$ cat config.mk
export PLATFORM = sky130hd
export DESIGN_NAME = regen_hydraulic_brake_blend
export DESIGN_NICKNAME = d
export VERILOG_FILES = /design/src/design/rbb_pkg.sv /design/src/design/regen_hydraulic_brake_blend.sv
export SDC_FILE = /design/constraint.sdc
export NUM_CORES = 2
export LEC_CHECK = 0
export ABC_CLOCK_PERIOD_IN_PS = 12300
export BUFFER_PORTS_ARGS = -buffer_cell sky130_fd_sc_hd__buf_2
export CORE_MARGIN = 2
export CORE_UTILIZATION = 68
export CTS_BUF_LIST = sky130_fd_sc_hd__clkbuf_16
export DETAILED_ROUTE_END_ITERATION = 6
export HOLD_SLACK_MARGIN = 0.03
export PLACE_DENSITY = 0.84
export SYNTH_ARGS = -nofsm -noshare
export SYNTH_HDL_FRONTEND = slang
export SYNTH_SLANG_ARGS = --single-unit
$ cat constraint.sdc
create_clock -name clk_i -period 12.3 [get_ports clk_i]
set_input_delay 3.69 -clock clk_i [delete_from_list [all_inputs] [get_ports clk_i]]
set_output_delay 3.69 -clock clk_i [all_outputs]
set_load 0.005 [all_outputs]
$ cat src/design/rbb_pkg.sv
// rbb_pkg: widths, register indexes and pipeline depth for the brake blend
// no dependencies; imported by regen_hydraulic_brake_blend
package rbb_pkg;

  // force and pedal formats
  localparam int FORCE_BITS   = 20;
  localparam int FRAC_BITS    = 16;
  localparam int PEDAL_BITS   = FRAC_BITS + 2;
  localparam int SPEED_BITS   = 16;
  localparam int FADE_BITS    = 15;
  localparam int AVAIL_BITS   = FORCE_BITS + 1;
  localparam int PROD_BITS    = FORCE_BITS + FADE_BITS;

  // configuration port
  localparam int CFG_IDX_BITS  = 2;
  localparam int CFG_DATA_BITS = FORCE_BITS;

  localparam logic [CFG_IDX_BITS-1:0] CFG_MAX_TOTAL  = CFG_IDX_BITS'(0);
  localparam logic [CFG_IDX_BITS-1:0] CFG_MAX_REGEN  = CFG_IDX_BITS'(1);
  localparam logic [CFG_IDX_BITS-1:0] CFG_FADE_SPEED = CFG_IDX_BITS'(2);

  // pedal full scale, 1.0 in q1.FRAC_BITS
  localparam logic [FRAC_BITS:0] PEDAL_ONE = {1'b1, {FRAC_BITS{1'b0}}};

  // fade divider: quotient bits resolved per stage
  localparam int DIV_STEP   = 2;
  localparam int DIV_STAGES = (FORCE_BITS + DIV_STEP - 1) / DIV_STEP;

  // input register, two multiply stages, min stage, divider, output register
  localparam int LATENCY = DIV_STAGES + 5;

endpackage

$ cat src/design/regen_hydraulic_brake_blend.sv
// regen_hydraulic_brake_blend: pipelined split of brake demand into regen and friction
// depends on rbb_pkg for widths, register indexes and divider depth
//
// usage
//   configuration: cfg_we_i with cfg_idx_i / cfg_wdata_i writes one register per
//   cycle (0 max total force, 1 max regen force, 2 regen fade speed); writes to
//   index 3 are dropped, data above a register's width is ignored. write only
//   while no word is in flight
//   input: a word is taken at every clock edge with start_i high and busy_o low;
//   busy_o is always low, so a new word may enter every cycle
//   output: each word returns after stages 0 to 3, the divider stages and the output
//   register as a one-cycle done_o strobe with regen, hydraulic and total force; the
//   receiver cannot hold it off, and the pipeline never stalls
//   throughput: one word per cycle; most of the depth is the restoring fade divider
//   (two quotient bits per stage, ten stages) behind the two multiply stages
//   reset: rst_ni clears all valid bits and the three registers to zero;
//   words in flight are dropped
module regen_hydraulic_brake_blend
  import rbb_pkg::*;
(
  input  logic                     clk_i,
  input  logic                     rst_ni,
  // configuration
  input  logic                     cfg_we_i,
  input  logic [CFG_IDX_BITS-1:0]  cfg_idx_i,
  input  logic [CFG_DATA_BITS-1:0] cfg_wdata_i,
  // input words
  input  logic                     start_i,
  output logic                     busy_o,
  input  logic signed [PEDAL_BITS-1:0] pedal_position_i,
  input  logic signed [SPEED_BITS-1:0] vehicle_speed_i,
  input  logic signed [AVAIL_BITS-1:0] regen_available_i,
  // result words
  output logic                     done_o,
  output logic [FORCE_BITS-1:0]    regen_cmd_o,
  output logic [FORCE_BITS-1:0]    friction_cmd_o,
  output logic [FORCE_BITS-1:0]    brake_demand_o
);

  // ---------------------------------------------------------------------------
  // configuration registers
  // ---------------------------------------------------------------------------
  logic [FORCE_BITS-1:0] max_total_q;
  logic [FORCE_BITS-1:0] max_regen_q;
  logic [FADE_BITS-1:0]  fade_speed_q;

  always_ff @(posedge clk_i or negedge rst_ni) begin
    if (!rst_ni) begin
      max_total_q  <= '0;
      max_regen_q  <= '0;
      fade_speed_q <= '0;
    end else if (cfg_we_i) begin
      unique case (cfg_idx_i)
        CFG_MAX_TOTAL:  max_total_q  <= cfg_wdata_i[FORCE_BITS-1:0];
        CFG_MAX_REGEN:  max_regen_q  <= cfg_wdata_i[FORCE_BITS-1:0];
        CFG_FADE_SPEED: fade_speed_q <= cfg_wdata_i[FADE_BITS-1:0];
        default: ; // unused index, write dropped
      endcase
    end
  end

  // the pipeline never holds off a word
  assign busy_o = 1'b0;

  logic accept;
  assign accept = start_i && !busy_o;

  // ---------------------------------------------------------------------------
  // stage 0: clamp pedal and regen, take speed magnitude
  // ---------------------------------------------------------------------------
  logic                  s0_vld_q;
  logic [FRAC_BITS:0]    s0_pedal_q, s0_pedal_d;
  logic [SPEED_BITS-1:0] s0_speed_q, s0_speed_d;
  logic [FORCE_BITS-1:0] s0_avail_q, s0_avail_d;

  always_comb begin
    priority if (pedal_position_i[PEDAL_BITS-1]) begin
      s0_pedal_d = '0;
    end else if (pedal_position_i[PEDAL_BITS-2:0] > PEDAL_ONE) begin
      s0_pedal_d = PEDAL_ONE;
    end else begin
      s0_pedal_d = pedal_position_i[PEDAL_BITS-2:0];
    end

    // most negative speed wraps to its exact magnitude
    if (vehicle_speed_i[SPEED_BITS-1]) begin
      s0_speed_d = ~vehicle_speed_i + SPEED_BITS'(1);
    end else begin
      s0_speed_d = vehicle_speed_i;
    end

    if (regen_available_i[AVAIL_BITS-1]) begin
      s0_avail_d = '0;
    end else begin
      s0_avail_d = regen_available_i[FORCE_BITS-1:0];
    end
  end

  // ---------------------------------------------------------------------------
  // stage 1: pedal products, fade bypass decision
  // ---------------------------------------------------------------------------
  logic                              s1_vld_q;
  logic [FORCE_BITS-1:0]             s1_total_q, s1_total_d;
  logic [FORCE_BITS-1:0]             s1_rlim_q, s1_rlim_d;
  logic [FORCE_BITS-1:0]             s1_avail_q;
  logic [FADE_BITS-1:0]              s1_speed_q;
  logic                              s1_byp_q, s1_byp_d;
  logic [FRAC_BITS+FORCE_BITS:0]     prod_total, prod_rlim;

  always_comb begin
    prod_total = s0_pedal_q * max_total_q;
    prod_rlim  = s0_pedal_q * max_regen_q;
    // pedal <= 1.0, so the truncated product never exceeds the maximum
    s1_total_d = prod_total[FRAC_BITS +: FORCE_BITS];
    s1_rlim_d  = prod_rlim[FRAC_BITS +: FORCE_BITS];
    // full regen when fading is off or speed is at or above the fade speed
    s1_byp_d   = (fade_speed_q == '0) || (s0_speed_q >= {1'b0, fade_speed_q});
  end

  // ---------------------------------------------------------------------------
  // stage 2: regen capacity as the least of three limits
  // ---------------------------------------------------------------------------
  logic                  s2_vld_q;
  logic [FORCE_BITS-1:0] s2_cap_q, s2_cap_d;
  logic [FORCE_BITS-1:0] s2_total_q;
  logic [FADE_BITS-1:0]  s2_speed_q;
  logic                  s2_byp_q;
  logic [FORCE_BITS-1:0] min_tr;

  always_comb begin
    min_tr   = (s1_total_q < s1_rlim_q) ? s1_total_q : s1_rlim_q;
    s2_cap_d = (min_tr < s1_avail_q) ? min_tr : s1_avail_q;
  end

  // ---------------------------------------------------------------------------
  // stage 3: cap times speed, the fade dividend
  // ---------------------------------------------------------------------------
  logic                  s3_vld_q;
  logic [PROD_BITS-1:0]  s3_prod_q;
  logic [FORCE_BITS-1:0] s3_cap_q;
  logic [FORCE_BITS-1:0] s3_total_q;
  logic                  s3_byp_q;

  always_ff @(posedge clk_i or negedge rst_ni) begin
    if (!rst_ni) begin
      s0_vld_q <= 1'b0;
      s1_vld_q <= 1'b0;
      s2_vld_q <= 1'b0;
      s3_vld_q <= 1'b0;
    end else begin
      s0_vld_q <= accept;
      s1_vld_q <= s0_vld_q;
      s2_vld_q <= s1_vld_q;
      s3_vld_q <= s2_vld_q;
    end
  end

  always_ff @(posedge clk_i) begin
    s0_pedal_q <= s0_pedal_d;
    s0_speed_q <= s0_speed_d;
    s0_avail_q <= s0_avail_d;

    s1_total_q <= s1_total_d;
    s1_rlim_q  <= s1_rlim_d;
    s1_avail_q <= s0_avail_q;
    // only used below the fade speed, where the magnitude fits
    s1_speed_q <= s0_speed_q[FADE_BITS-1:0];
    s1_byp_q   <= s1_byp_d;

    s2_cap_q   <= s2_cap_d;
    s2_total_q <= s1_total_q;
    s2_speed_q <= s1_speed_q;
    s2_byp_q   <= s1_byp_q;

    s3_prod_q  <= s2_cap_q * s2_speed_q;
    s3_cap_q   <= s2_cap_q;
    s3_total_q <= s2_total_q;
    s3_byp_q   <= s2_byp_q;
  end

  // ---------------------------------------------------------------------------
  // fade divider: restoring division by the fade speed, DIV_STEP bits a stage
  // speed < fade speed gives a quotient below cap, so FORCE_BITS bits suffice
  // and the top FADE_BITS of the dividend are already below the divisor
  // the low dividend bits shift out of acc as quotient bits shift in
  // ---------------------------------------------------------------------------
  logic                  dv_vld_q   [DIV_STAGES];
  logic [FADE_BITS-1:0]  dv_rem_q   [DIV_STAGES];
  logic [FORCE_BITS-1:0] dv_acc_q   [DIV_STAGES];
  logic [FORCE_BITS-1:0] dv_cap_q   [DIV_STAGES];
  logic [FORCE_BITS-1:0] dv_total_q [DIV_STAGES];
  logic                  dv_byp_q   [DIV_STAGES];

  logic [FADE_BITS-1:0]  dv_rem_d   [DIV_STAGES];
  logic [FORCE_BITS-1:0] dv_acc_d   [DIV_STAGES];

  always_comb begin
    logic [FADE_BITS-1:0]  rem;
    logic [FORCE_BITS-1:0] acc;
    logic [FADE_BITS:0]    trial;
    for (int s = 0; s < DIV_STAGES; s++) begin
      if (s == 0) begin
        rem = s3_prod_q[PROD_BITS-1:FORCE_BITS];
        acc = s3_prod_q[FORCE_BITS-1:0];
      end else begin
        rem = dv_rem_q[s-1];
        acc = dv_acc_q[s-1];
      end
      for (int j = 0; j < DIV_STEP; j++) begin
        if (s * DIV_STEP + j < FORCE_BITS) begin
          trial = {rem, acc[FORCE_BITS-1]};
          if (trial >= {1'b0, fade_speed_q}) begin
            rem = FADE_BITS'(trial - {1'b0, fade_speed_q});
            acc = {acc[FORCE_BITS-2:0], 1'b1};
          end else begin
            rem = trial[FADE_BITS-1:0];
            acc = {acc[FORCE_BITS-2:0], 1'b0};
          end
        end
      end
      dv_rem_d[s] = rem;
      dv_acc_d[s] = acc;
    end
  end

  always_ff @(posedge clk_i or negedge rst_ni) begin
    if (!rst_ni) begin
      for (int s = 0; s < DIV_STAGES; s++) begin
        dv_vld_q[s] <= 1'b0;
      end
    end else begin
      dv_vld_q[0] <= s3_vld_q;
      for (int s = 1; s < DIV_STAGES; s++) begin
        dv_vld_q[s] <= dv_vld_q[s-1];
      end
    end
  end

  always_ff @(posedge clk_i) begin
    dv_cap_q[0]   <= s3_cap_q;
    dv_total_q[0] <= s3_total_q;
    dv_byp_q[0]   <= s3_byp_q;
    for (int s = 1; s < DIV_STAGES; s++) begin
      dv_cap_q[s]   <= dv_cap_q[s-1];
      dv_total_q[s] <= dv_total_q[s-1];
      dv_byp_q[s]   <= dv_byp_q[s-1];
    end
    for (int s = 0; s < DIV_STAGES; s++) begin
      dv_rem_q[s] <= dv_rem_d[s];
      dv_acc_q[s] <= dv_acc_d[s];
    end
  end

  // ---------------------------------------------------------------------------
  // output register: pick faded or full regen, friction makes up the rest
  // ---------------------------------------------------------------------------
  logic                  out_vld_q;
  logic [FORCE_BITS-1:0] out_regen_q, out_regen_d;
  logic [FORCE_BITS-1:0] out_hyd_q;
  logic [FORCE_BITS-1:0] out_total_q;

  assign out_regen_d = dv_byp_q[DIV_STAGES-1] ? dv_cap_q[DIV_STAGES-1]
                                              : dv_acc_q[DIV_STAGES-1];

  always_ff @(posedge clk_i or negedge rst_ni) begin
    if (!rst_ni) begin
      out_vld_q <= 1'b0;
    end else begin
      out_vld_q <= dv_vld_q[DIV_STAGES-1];
    end
  end

  always_ff @(posedge clk_i) begin
    out_regen_q <= out_regen_d;
    out_hyd_q   <= dv_total_q[DIV_STAGES-1] - out_regen_d;
    out_total_q <= dv_total_q[DIV_STAGES-1];
  end

  assign done_o         = out_vld_q;
  assign regen_cmd_o    = out_regen_q;
  assign friction_cmd_o = out_hyd_q;
  assign brake_demand_o = out_total_q;

`ifndef NO_ASSERTIONS
  // every accepted word comes out after the fixed latency
  a_latency_fwd: assert property (@(posedge clk_i) disable iff (!rst_ni)
    accept |-> ##LATENCY done_o)
    else $error("accepted word did not return after LATENCY cycles");

  // nothing comes out that was not accepted
  a_latency_bwd: assert property (@(posedge clk_i) disable iff (!rst_ni)
    done_o |-> $past(accept, LATENCY))
    else $error("result strobe without matching input word");

  // friction and regen add up to the total demand
  a_force_sum: assert property (@(posedge clk_i) disable iff (!rst_ni)
    done_o |-> (FORCE_BITS'(regen_cmd_o + friction_cmd_o) == brake_demand_o))
    else $error("regen plus hydraulic differs from total");

  // regen never exceeds the total, so hydraulic does not wrap
  a_regen_bound: assert property (@(posedge clk_i) disable iff (!rst_ni)
    done_o |-> (regen_cmd_o <= brake_demand_o))
    else $error("regen force above total force");

  // divider remainder stays below the divisor on the faded path
  a_div_rem: assert property (@(posedge clk_i) disable iff (!rst_ni)
    (dv_vld_q[DIV_STAGES-1] && !dv_byp_q[DIV_STAGES-1])
      |-> (dv_rem_q[DIV_STAGES-1] < fade_speed_q))
    else $error("fade divider remainder out of range");
`endif

endmodule

* Yosys cells after proc, flatten, opt, wreduce, memory -nomap -nowiden
Memories as Yosys holds them, arrays and structs flattened.
Cells that the tools add are included.
** Storage, ports and cells
- Input bits :: 81
- Word-level logic and storage cells :: 148
- Bits in read-only memories :: 0
- Output and inout port bits :: 62
- Latch bits :: 0
- Memories :: 5
- Memory bits (writable) :: 760
- Bits in registers :: 391
** Memory list
- dv_acc_q :: depth 10, bits a word 20, read ports 10, clocked after memory_dff 0, wr ports 10, line regen_hydraulic_brake_blend.sv:189 : logic [FORCE_BITS-1:0] dv_acc_q [DIV_STAGES];
- dv_cap_q :: depth 10, bits a word 20, read ports 10, clocked after memory_dff 0, wr ports 10, line regen_hydraulic_brake_blend.sv:190 : logic [FORCE_BITS-1:0] dv_cap_q [DIV_STAGES];
- dv_total_q :: depth 10, bits a word 20, read ports 10, clocked after memory_dff 0, wr ports 10, line regen_hydraulic_brake_blend.sv:191 : logic [FORCE_BITS-1:0] dv_total_q [DIV_STAGES];
- dv_rem_q :: depth 10, bits a word 15, read ports 9, clocked after memory_dff 0, wr ports 10, line regen_hydraulic_brake_blend.sv:188 : logic [FADE_BITS-1:0] dv_rem_q [DIV_STAGES];
- dv_byp_q :: depth 10, bits a word 1, read ports 10, clocked after memory_dff 0, wr ports 10, line regen_hydraulic_brake_blend.sv:192 : logic dv_byp_q [DIV_STAGES];
** Cells by class
- Magnitude comparators :: 24
- Reduce and logical (&&, ||, !) cells :: 7
- Multipliers :: 3
- Divide/modulo/power cells :: 0
- Equality and inequality tests :: 2
- Bitwise logic cells :: 1
- Mux-type cells :: 45
- Add/sub/neg operators :: 22
- Shifts and indexed selects :: 0
** Operators with widths (number)
- >= comparator 16 x 15 -> 1 bit :: 21
- 2-to-1 mux 15 bit :: 21
- subtractor 15 bit :: 20
- multiplier 17 x 20 -> 36 bit :: 2
- 2-to-1 mux 20 bit :: 3
- less-than comparator 20 bit :: 2
- multiplier 20 x 15 -> 35 bit :: 1
- 2-to-1 mux 1 bit :: 20
- subtractor 20 bit :: 1
- greater-than comparator 17 bit (second input constant) :: 1
- 2-to-1 mux 17 bit :: 1
- adder 16 x 2 -> 16 bit (second input constant) :: 1
- NOT 16 bit :: 1
- logical NOT 15 bit :: 1
- AND reduction 2 bit :: 3
- == test 2 x 1 -> 1 bit (second input constant) :: 1
- == test 2 bit (second input constant) :: 1
- logical NOT 2 bit :: 1
- OR reduction 2 bit :: 1
- logical OR 1 bit :: 1

* Depth between registers and ports, before layout
An unclocked memory read counts as a cell.
- Word-level depth :: 5
- Mapped depth :: 30
- Depth with buffers taken out :: 27

* Worst setup path before layout
Ideal clock, no wire load.
- Path kind :: register to register
- Start point :: reg fade_speed_q[1]
- End point :: mem dv_rem_q[2][10]
- Cell stages (with the launch flop) :: 28
- Period minus slack after synthesis :: 6.840 ns
- Setup slack :: 5.460 ns
- Library setup time :: 0.121 ns
- Arrival time :: 6.719 ns
- Path buffers :: 4
- Cells stage by stage :: dfrtp_1 inv_1 fa_1 a21o_1 a21oi_2 o21bai_1 a2111o_1 nand3_1 nand4_1 a21o_1 a211o_1 buf_2 buf_6 o21ai_0 fa_1 nor2b_1 o21ai_0 nand2b_1 a21o_1 a31o_2 a41oi_1 nor4b_1 o31ai_1 nand2_1 and3_1 buf_2 buf_4 mux2_2
** RTL lines
- start, declared :: line regen_hydraulic_brake_blend.sv:45 : logic [FADE_BITS-1:0] fade_speed_q;
- start signal, assigned :: line regen_hydraulic_brake_blend.sv:56 : CFG_FADE_SPEED: fade_speed_q <= cfg_wdata_i[FADE_BITS-1:0];
- end, declared :: line regen_hydraulic_brake_blend.sv:188

* Worst setup path after layout
- Start point :: reg max_regen_q[7]
- End point :: reg s1_rlim_q[19]
** Between the ends
- Longest elaborated chain between the ends :: 1
** Ends and longest elaborated chain
- start, declared :: line regen_hydraulic_brake_blend.sv:44 : logic [FORCE_BITS-1:0] max_regen_q;
- start signal, assigned :: line regen_hydraulic_brake_blend.sv:55 : CFG_MAX_REGEN: max_regen_q <= cfg_wdata_i[FORCE_BITS-1:0];
- multiplier 17 x 20 -> 36 bit :: line regen_hydraulic_brake_blend.sv:112 : prod_rlim = s0_pedal_q * max_regen_q;
- via prod_rlim[35] :: line regen_hydraulic_brake_blend.sv:108 : logic [FRAC_BITS+FORCE_BITS:0] prod_total, prod_rlim;
- end signal, assigned :: line regen_hydraulic_brake_blend.sv:164 : s1_rlim_q <= s1_rlim_d;
- end, declared :: line regen_hydraulic_brake_blend.sv:104 : logic [FORCE_BITS-1:0] s1_rlim_q, s1_rlim_d;
The timed path passes the listed nets, and every way through them passes these cells.
A chain may end at the register's enable or synchronous reset.

==> flow_metrics.env <==
export IMPL_gr_usage_met2=0.548
export IMPL_hp_class="reg2reg"
export IMPL_cts_setup_buffers=0
export IMPL_endpoint_kind="flop"
export IMPL_critPathRequiredTime_ns=12.87
export IMPL_overflow=0
export IMPL_cp_max_fo=18
export IMPL_synth_flop_cell="dfxtp_1"
export IMPL_reg2reg_to="s1_rlim_q[19]$_DFF_P_"
export IMPL_synth_area_leaders="dfxtp_1 (29%), fa_1 (22%), ha_1 (12%), inv_1 (5.7%), and2_1 (4.0%)"
export IMPL_cap_violations=0
export IMPL_wl_mm=170
export IMPL_setup_viol=0
export IMPL_viasPerCell=5.74
export IMPL_ff2ff_setup_slack_ns=4.78
export IMPL_critPathArrivalTime_ns=8.09
export IMPL_clock_latency_ns=0.73
export IMPL_yosysTopAreaCellShare=0.292
export IMPL_path_cells="nand2_1 -> fa_1 -> inv_1 -> fa_1 -> inv_1 -> fa_1 -> inv_1 -> fa_1 -> fa_1 -> inv_1 -> fa_1 -> inv_1 -> ha_1 -> a211oi_1 -> nand2_1 -> a211oi_1 -> o221ai_1 -> a221oi_1 -> o31ai_1 -> a21oi_1 -> a31oi_1 -> a21oi_1 -> o21bai_1 -> xnor2_1"
export IMPL_hold_buffers=0
export IMPL_clockBufferDepth=3
export IMPL_place_ws_ns=4.88
export IMPL_min_to="dv_acc_q[0][11]$_DFF_P_"
export IMPL_grt_max_degree=71
export IMPL_htreeDepth=3
export IMPL_synth_top_area_cell="dfxtp_1"
export IMPL_fin_crit_sh=0.611
export IMPL_status="complete, no violations"
export IMPL_dp_hpwl_mm=124
export IMPL_portBuffers=141
export IMPL_path_class="reg2reg"
export IMPL_dr_pass1_iters=7
export IMPL_syn_nets=8807
export IMPL_wire_per_inst_microns=19.3
export IMPL_ys_ff_latch=1136
export IMPL_holdPathStages=0
export IMPL_worst_pin_slew_ns=0.982
export IMPL_timing_fmax_mhz=133
export IMPL_areaGrowthSynthToFinish_pct=7.55
export IMPL_synth_edf_count=0
export IMPL_pin_count=143
export IMPL_slew_viol_final=0
export IMPL_async_flop_share=0.0616
export IMPL_slowest_delay_ns=0.81
export IMPL_globalplace_congestion=0.928
export IMPL_cp_slowest_cell="dfrtp_1"
export IMPL_period_minus_slack_ns=7.52
export IMPL_drive_above_1_share=0.0867
export IMPL_clk_pin_slew_worst_paths_ns=0.06
export IMPL_tns_ns=0
export IMPL_ant_nets=0
export IMPL_start_util=0.684
export IMPL_slew_headroom=0.345
export IMPL_die_w_microns=332
export IMPL_hold_viol=0
export IMPL_cp_common_cell="fa_1"
export IMPL_die_area_sq_um=110000
export IMPL_setup_slack_ns=4.78
export IMPL_skew_ns=0.0804
export IMPL_syn_inst=7260
export IMPL_cts_resized_gates=0
export IMPL_drtIter0Drc=3383
export IMPL_cts_tree="built"
export IMPL_grt_pass1_vias=54600
export IMPL_root_buffer="clkbuf_16"
export IMPL_cts_made_buffers=107
export IMPL_post_synth_cell_area_avg_sq_um=10.1
export IMPL_grtUsageMet1=0.372
export IMPL_cts_sinks=1136
export IMPL_reg2reg_from="max_regen_q[7]$_DFFE_PN0P_"
export IMPL_grt_pass1_wl_mm=278
export IMPL_ys_types=82
export IMPL_core_area_sq_um=107000
export IMPL_die_h_microns=332
export IMPL_grt_util_met3=0.0510
export IMPL_row_count=120
export IMPL_nNetsFinal=8881
export IMPL_top_usage_layer="met2"
export IMPL_crit_path_start_kind="flop"
export IMPL_ys_seq_area_frac=0.316
export IMPL_grtUsageTotal=0.316
export IMPL_via_count=50700
export IMPL_ff2ff_path_depth=24
export IMPL_drc=0
export IMPL_fill_cells=7101
export IMPL_netlist_area_sq_um=73000
export IMPL_min_from="s3_prod_q[9]$_DFF_P_"
export IMPL_ys_warn_count=0
export IMPL_rsz0062_at_grt="false"
export IMPL_antenna_found_initial=1
metrics by stage:
step	hold slack (ns)	instances	util	cell area, sq um
floorplan	0.310	7260	-	73000
global placement	0.310	8628	0.702	75000
detailed placement	0.312	8628	0.702	75000
CTS	0.287	8823	0.735	78500
global route	0.289	8823	0.735	78500
finish	0.295	8824	0.735	78500
registers in the layout (all words and copies together), names as in the netlist, 15 cells and up:
name and flops:
s2_cap_q 20, s1_speed_q 15, friction_cmd_o 20, s0_speed_q 16
dv_acc_q 200, max_regen_q 20, s2_speed_q 15, s3_cap_q 20
dv_cap_q 200, s0_avail_q 20, s2_total_q 20, regen_cmd_o 20
dv_total_q 200, s1_avail_q 20, s1_rlim_q 20, max_total_q 20
s3_prod_q 35, dv_rem_q 135, s0_pedal_q 17, fade_speed_q 15
s3_total_q 20, brake_demand_o 20, s1_total_q 20
synth_stat cells (8+ instances only):
cell	count
inv_1	1107
dfxtp_1	1066
fa_1	784
nand2_1	722
ha_1	682
and2_1	467
a21oi_1	245
nor2_1	235
mux2_2	228
xnor2_1	219
o21ai_0	216
clkbuf_1	202
a21o_1	109
nor2b_1	89
xor2_1	78
dfrtp_1	70
nand3_1	68
nand4_1	66
nor3_1	62
mux2i_1	50
nand2b_1	49
o21bai_1	41
o21a_1	39
a21boi_0	33
o31ai_1	29
or3_1	21
and3_1	19
a211oi_1	17
a31oi_1	17
a31o_2	16
buf_2	16
nor4_1	16
or2_2	15
a2111oi_0	11
o211ai_1	11
a211o_1	10
a41o_1	9
and4_1	9
mux2_4	8
o41ai_1	8
kinds of logic after synthesis:
logic type,after synthesis,synth area share
XOR/XNOR,298,0.0360
AND/OR/NAND/NOR,1860,0.125
other,1,0.0000514
multiplexers,286,0.0437
AO/OA/AOI/OAI,877,0.0771
buffers and inverters,1336,0.0694
adder cells (fa/ha/maj),1466,0.332
flip-flops,1136,0.316
worst max path at each step:
stage / from / endpoint / slack (ns) / cells after the start
2_1_floorplan: fade_speed_q[1]$_DFFE_PN0P_ / dv_rem_q[2][10]$_DFF_P_ / 5.46 / 27
3_3_place_gp: s0_pedal_q[8]$_SDFF_PP0_ / s1_rlim_q[19]$_DFF_P_ / 5.14 / 25
3_5_place_dp: max_regen_q[7]$_DFFE_PN0P_ / s1_rlim_q[19]$_DFF_P_ / 4.88 / 24
4_1_cts: max_regen_q[7]$_DFFE_PN0P_ / s1_rlim_q[19]$_DFF_P_ / 4.90 / 24
5_1_grt: max_regen_q[7]$_DFFE_PN0P_ / s1_rlim_q[19]$_DFF_P_ / 4.42 / 24
6_report: max_regen_q[7]$_DFFE_PN0P_ / s1_rlim_q[19]$_DFF_P_ / 4.78 / 24
area by class of cell:
cell class / instances / area (sq um) / area share
Clock inverter: 88 / 853 / 0.0109
Clock buffer: 107 / 2680 / 0.0341
Timing Repair Buffer: 193 / 1100 / 0.0140
Tap cell: 1403 / 1760 / 0.0224
Multi-Input combinational cell: 4788 / 44900 / 0.571
Sequential cell: 1136 / 23100 / 0.294
Antenna cell: 1 / 2.50 / 0.0000319
Inverter: 1108 / 4160 / 0.0530
cell usage in the layout, fill, tap and decap left out, drive strengths merged, types with 69 or more instances in the layout:
cell type,instances
a21o,109
a21oi,248
and2,467
buf,193
clkbuf,107
dfrtp,70
dfxtp,1066
fa,784
ha,682
inv,1130
mux2,236
nand2,722
nand3,69
nor2,236
nor2b,89
o21ai,224
xnor2,219
xor2,78
critical path, delay by kind of cell (launching register included):
family	cells	cell delay, ns
flops	1	0.81
buf+inv	5	0.27
simple gates	2	0.32
fa+ha+maj	7	3.30
xor+xnor	1	0.12
compound gates	9	2.61
per-layer routing:
| metal | part of all wire | wire length [microns] |
|---|---|---|
| met5 | 0 | 0 |
| met4 | 0.062 | 10500 |
| met3 | 0.069 | 11700 |
| met2 | 0.49 | 83400 |
| met1 | 0.38 | 64500 |
Power is not shown: default switching activity piles up to over one toggle a cycle in this logic, so the estimate is an artifact.
